**src/rtl/core/rcmp_pkg.sv**
```systemverilog
// Shared types and constants of the RAMDAC color map port.
`default_nettype none

package rcmp_pkg;

   localparam int OFFSET_W = 8;
   localparam int SIZE_W   = 3;
   localparam int WDATA_W  = 16;
   localparam int RDATA_W  = 8;
   localparam int INDEX_W  = 8;
   localparam int COLOR_W  = 24;

   localparam logic [OFFSET_W-1:0] HIGH_OFFSET = 8'h20;
   localparam logic [RDATA_W-1:0]  CMD_VALUE   = 8'hff;

   // Register word within a window, taken from offset bits 3:2.
   localparam logic [1:0] WORD_WADDR = 2'd0;
   localparam logic [1:0] WORD_DATA  = 2'd1;
   localparam logic [1:0] WORD_CMD   = 2'd2;
   localparam logic [1:0] WORD_RADDR = 2'd3;

   localparam logic [SIZE_W-1:0] SIZE_BYTE = 3'd1;
   localparam logic [SIZE_W-1:0] SIZE_HALF = 3'd2;

   // Position of the next byte within a three-byte color transfer.
   localparam logic [1:0] BYTE_FIRST  = 2'd0;
   localparam logic [1:0] BYTE_SECOND = 2'd1;
   localparam logic [1:0] BYTE_THIRD  = 2'd2;

   typedef struct packed {
      logic [OFFSET_W-1:0] offset;
      logic                is_write;
      logic [SIZE_W-1:0]   access_size;
      logic [WDATA_W-1:0]  write_data;
   } req_word_type;

   typedef struct packed {
      logic               ok;
      logic [RDATA_W-1:0] read_data;
      logic               entry_changed;
      logic               changed_window;
      logic [INDEX_W-1:0] changed_index;
      logic [COLOR_W-1:0] changed_color;
   } rsp_word_type;

   typedef struct packed {
      logic capture;
      logic issue_read;
      logic mod_step1;
      logic mod_step2;
      logic finish;
   } dp_cmd_type;

   typedef struct packed {
      logic needs_mod;
      logic needs_mem;
   } dp_status_type;

endpackage

`default_nettype wire

```
**src/rtl/core/rcmp_ctrl.sv**
```systemverilog
// Sequencer of the color map port: handshakes and datapath commands.
`default_nettype none

module rcmp_ctrl (
   input  wire logic                    clock,
   input  wire logic                    reset,
   input  wire logic                    req_valid,
   output logic                         req_ready,
   output logic                         rsp_valid,
   input  wire logic                    rsp_ready,
   input  wire rcmp_pkg::dp_status_type status,
   output rcmp_pkg::dp_cmd_type         cmd
);

   localparam logic [2:0] ST_IDLE = 3'd0;
   localparam logic [2:0] ST_EXEC = 3'd1;
   localparam logic [2:0] ST_REM  = 3'd2;
   localparam logic [2:0] ST_FIX  = 3'd3;
   localparam logic [2:0] ST_MEM  = 3'd4;

   logic [2:0] state_ff, state_in;
   logic       rsp_valid_ff, rsp_valid_in;
   logic       out_free;

   // The response register may be reloaded when empty or drained this cycle.
   assign out_free = !rsp_valid_ff || rsp_ready;

   always_comb begin
      cmd       = '0;
      state_in  = state_ff;
      req_ready = 1'b0;
      unique case (state_ff)
         ST_IDLE: begin
            req_ready = 1'b1;
            if (req_valid) begin
               cmd.capture = 1'b1;
               state_in    = ST_EXEC;
            end
         end
         ST_EXEC: begin
            if (status.needs_mod) begin
               cmd.mod_step1 = 1'b1;
               state_in      = ST_REM;
            end else if (status.needs_mem) begin
               cmd.issue_read = 1'b1;
               state_in       = ST_MEM;
            end else if (out_free) begin
               cmd.finish = 1'b1;
               state_in   = ST_IDLE;
            end
         end
         ST_REM: begin
            cmd.mod_step2 = 1'b1;
            state_in      = ST_FIX;
         end
         ST_FIX, ST_MEM: begin
            if (out_free) begin
               cmd.finish = 1'b1;
               state_in   = ST_IDLE;
            end
         end
         default: begin
            state_in = ST_IDLE;
         end
      endcase
   end

   assign rsp_valid_in = cmd.finish || (rsp_valid_ff && !rsp_ready);
   assign rsp_valid    = rsp_valid_ff;

   always_ff @(posedge clock) begin
      if (reset) begin
         state_ff     <= ST_IDLE;
         rsp_valid_ff <= 1'b0;
      end else begin
         state_ff     <= state_in;
         rsp_valid_ff <= rsp_valid_in;
      end
   end

endmodule

`default_nettype wire

```
**config.mk**
```make
export PLATFORM = sky130hd
export DESIGN_NAME = rcmp_ctrl
export DESIGN_NICKNAME = d
export VERILOG_FILES = /design/src/rtl/core/rcmp_pkg.sv /design/src/rtl/core/rcmp_ctrl.sv
export SDC_FILE = /design/constraint.sdc
export NUM_CORES = 1
export LEC_CHECK = 0
export BUFFER_PORTS_ARGS = -buffer_cell sky130_fd_sc_hd__buf_4
export CAP_MARGIN = 40
export CORE_AREA = 2 2 39 41
export DETAILED_ROUTE_END_ITERATION = 16
export DIE_AREA = 0 0 41 43
export GPL_TIMING_DRIVEN = 0
export PLACE_DENSITY = 0.42
export SKIP_LAST_GASP = 1
export SYNTH_ARGS = -nofsm -noshare
export SYNTH_HDL_FRONTEND = slang
export SYNTH_SLANG_ARGS = --single-unit
```
**constraint.sdc**
```tcl
create_clock -name clock -period 1.51 [get_ports clock]
set_input_delay 0.151 -clock clock [delete_from_list [all_inputs] [get_ports clock]]
set_output_delay 0.151 -clock clock [all_outputs]
set_load 0.005 [all_outputs]
```
Yosys cells after proc, flatten, opt, wreduce, memory -nomap -nowiden
Index checks and enable logic that the tools add are counted.

storage, ports and cells
  register bits after elaboration = 4
  input port bits = 6
  output and inout port bits = 7
  logic and storage cells = 31

operators by class
  equality and inequality tests = 5
  mux-type cells = 17
  reductions and logical operators = 7

operator list
  cell                                                              number
  3-bit two-way mux                                                 4
  3-bit one-hot mux with 4 select lines                             1
  1-bit two-way mux                                                 10
  3-bit by 2-bit == test with 1-bit output (second input constant)  2
  3-bit by 1-bit == test with 1-bit output (second input constant)  1
  3-bit == test (second input constant)                             1
  3-bit zero test                                                   1
  1-bit zero test                                                   2
  1-bit logical OR                                                  2
  2-bit two-way mux                                                 1
  2-bit inequality test (second input constant)                     1
  1-bit one-hot mux with 2 select lines                             1
  2-bit OR reduction                                                1
  1-bit logical AND                                                 1

Depth between registers and ports, before layout
  depth in word-level cells = 7
  depth in mapped cells = 4
  depth with buffers taken out = 3

Worst setup path before layout
OpenSTA, ideal clock, no wires.

  path type = register to register
  start = reg state_ff[1]
  end = reg state_ff[0]
  setup time = 103 ps
  arrival time = 907 ps
  data required time = 1407 ps
  setup slack = 499 ps
  cell stages (with the launch flop) = 5
  path buffers = 1
  period minus slack after synthesis = 1011 ps
  cell sequence = dfxtp_1 -> buf_6 -> o21bai_4 -> nand2_2 -> a2111oi_2

on the way
  longest elaborated chain between the ends = 3
  elaborated cells on any way between the ends = 8
  classes of those cells = eq/ne: 5; mux: 1; reduce/logical: 2

RTL lines
  what                                                                              line             source
  start: declaration                                                                rcmp_ctrl.sv:21  logic [2:0] state_ff, state_in;
  start signal: assignment                                                          rcmp_ctrl.sv:76  state_ff <= state_in;
  3-bit by 2-bit == test with 1-bit output / 3-bit == test (equally long branches)  rcmp_ctrl.sv:32  unique case (state_ff)
  2-bit OR reduction                                                                rcmp_ctrl.sv:32
  3-bit one-hot mux with 4 select lines                                             rcmp_ctrl.sv:32

Parallel ways exist; a longest one is shown, timed or not.
A chain may end at the register's enable or synchronous reset.

==> results.txt <==
Status: complete, no violations
Hpwl dp: 488 um
Drt wl/cell: 9.79 um
Hold Path Class: in -> reg
Critical path buffers and inverters: 2
Filler cells: 148
Initial antenna violation count: 0
Avg Vias per Cell: 4.29
# H-tree levels: 1
Crit path depth: 5
Later-pin clock latency in the skew report: 0.23 ns
I/O pin count: 13
Starting density of the core: 19.9%
Crit Path Category: reg -> out
CP Launch Type: register
Final hold violation count: 0
Slew of the pin with the lowest slew margin: 0.263 ns
Yosys reg bits: 4
Net count after synthesis: 38
CP top delay family: buffers and inverters
Row Count: 14
Int Power: 0.260 mW
Inserted Clock Buffers: 3
Area of the core: 0.00138 mm2
Critical-path top delay cell: dfxtp_1
Slew Limit Fails: 0
Cell depth of the worst flop-to-flop path: 4
Worst Hold Depth: 2
Data arrival time of the critical path: 1.22 ns
Final Setup Violations: 0
Clock power share: 36.6%
Worst-path clk slew: 0.04 ns
Synth warnings: 0
Vias in the first global route: 228
Sequential share of the synthesized area: 29.1%
Critical Path, Cell by Cell: clkbuf_2 -> nor3b_1 -> a21oi_1 -> nor2_1 -> buf_4
Pwr Density: 847 mW/mm2
Post-CTS sizing: 0
Most frequent cells in the layout: 12 x buf_4, 5 x nor3_1, 4 x dfxtp_1
CTS tree: done
Sw frac: 24.7%
First-pass GRT wire length: 890 um
Psw: 0.0853 mW
Root Driver: clkbuf_4
Slew margin rel.: 82.5%
Diode count: 0
Die height: 43 um
Nets@finish: 55
Unique masters post-synth: 18
Reg2Reg Setup Slack: 0.42 ns
Max Clk Rate: 0.731 GHz
Minimum clock period: 1.37 ns
Port buffer count: 12
Cts hold-fix bufs: 0
DRC: 0
Syn avg cell area: 8.60 um2
Post-CTS Repair Setup Buffers: 0
Sequential power share: 33.9%
Setup TNS: 0 ns
CTS Buffer Depth: 2
Post-synthesis cell area: 275 um2
Crit. End Element: output port
Final ANT Viol Nets: 0
Final Cycle Share: 90.6%
Max_cap viols: 0
RSZ-0062 raised after global routing: no
Data required time at the worst endpoint: 1.36 ns
Total grt overflow: 0
Die width: 41 um
CTS sink count: 4
Synthesized instance count: 32
WL final: 617 um
Logic pwr share: 29.5%
Commonest non-fill, non-tap cell in the layout: buf_4
Slowest stage delay, CP: 0.29 ns
Iteration-0 DRC Markers: 2
GP Congestion: 0.683
Area delta synth->final: 48.2%
Leakage: 0.179 nW
Total global-route track usage: 7.83%
Full die area: 0.00176 mm2
Crit path max fanout: 9
Largest net degree at the start of global routing: 11
Fraction of layout cells with a size suffix above 1: 48.9%
Detailed-route via count: 270
Clock Skew: 0.00165 ns
Overall Power: 0.345 mW
Drt pass-1 iters: 2
VDD IR-drop max: 0.000313 V
## logic make-up (layout without fill, tap and decap cells)
group                  count (synthesis)  in the layout  share of synthesized area, %
AOI/OAI and AO/OA                      6              6                          20.5
buffers and inverters                  3             18                          10.0
DFF                                    4              4                          29.1
and+or+nand+nor                       19             19                          40.5
## synth_stat cells
master	number	area share, %
a22oi_1	1	2.7
dfxtp_1	4	29
and3_2	1	2.7
a21oi_1	3	5.5
nor2b_1	3	6.8
nor3_1	5	9.1
and2_1	1	2.3
nand2_2	1	2.3
nor4_1	1	2.3
nor2_1	1	1.4
and2b_2	1	3.2
a2111oi_2	1	5.5
nand2b_1	1	2.3
nor3b_1	2	5.5
o21bai_4	1	6.8
clkbuf_2	1	1.8
nand2_1	2	2.7
buf_6	2	8.2
## state kept, by name, indices dropped and copies added (netlist names)
name / flops
rsp_valid: 1
state_ff: 3
## through the flow
stage / hold WS (ns) / area (um2) / instances / util (%) / setup WS, ns
2_1_floorplan: 0.220 / 275 / 32 / - / 0.499
3_3_place_gp: 0.353 / 385 / 60 / 27.8 / 0.385
3_5_place_dp: 0.352 / 385 / 60 / 27.8 / 0.392
4_1_cts: 0.102 / 408 / 63 / 29.5 / 0.132
5_1_grt: 0.0948 / 408 / 63 / 29.5 / 0.0677
6_report: 0.115 / 408 / 63 / 29.5 / 0.141
## routing by layer
metal	vias to the layer above	track usage (%)	part of all wire, %	wire length [um]
li1	144	-	-	-
met1	116	9.97	50	309
met2	10	9.06	41	255
met3	0	4.71	8.4	52
met4	0	6.00	0	0
met5	-	0	0	0
## path summary, 6_finish.rpt
check / end / from
min: state_ff[0]$_SDFFE_PP0P_ / reset
max: cmd[0] / state_ff[2]$_SDFFE_PP0P_
max reg2reg: state_ff[0]$_SDFFE_PP0P_ / state_ff[1]$_SDFFE_PP0P_
min reg2reg: rsp_valid$_SDFF_PP0_ / rsp_valid$_SDFF_PP0_
## power by group through the flow
| stage | clock (mW) | sequential, mW | combinational (mW) |
|---|---|---|---|
| 2_1_floorplan | 0 | 0.119 | 0.0572 |
| 3_3_place_gp | 0 | 0.119 | 0.102 |
| 3_5_place_dp | 0 | 0.119 | 0.103 |
| 4_1_cts | 0.137 | 0.117 | 0.103 |
| 5_1_grt | 0.147 | 0.118 | 0.109 |
| 6_report | 0.126 | 0.117 | 0.102 |
## final cells by class
type / instances / area (um2) / share of cell area (%)
well taps: 16 / 20.0 / 4.91
clock buffers: 3 / 22.5 / 5.52
flip-flops and latches: 4 / 80.1 / 19.6
multi-input cells: 25 / 168 / 41.1
repair buffers: 12 / 90.1 / 22.1
plain buffers: 3 / 27.5 / 6.75
No activity file was read; power rests on OpenSTA's default activity.
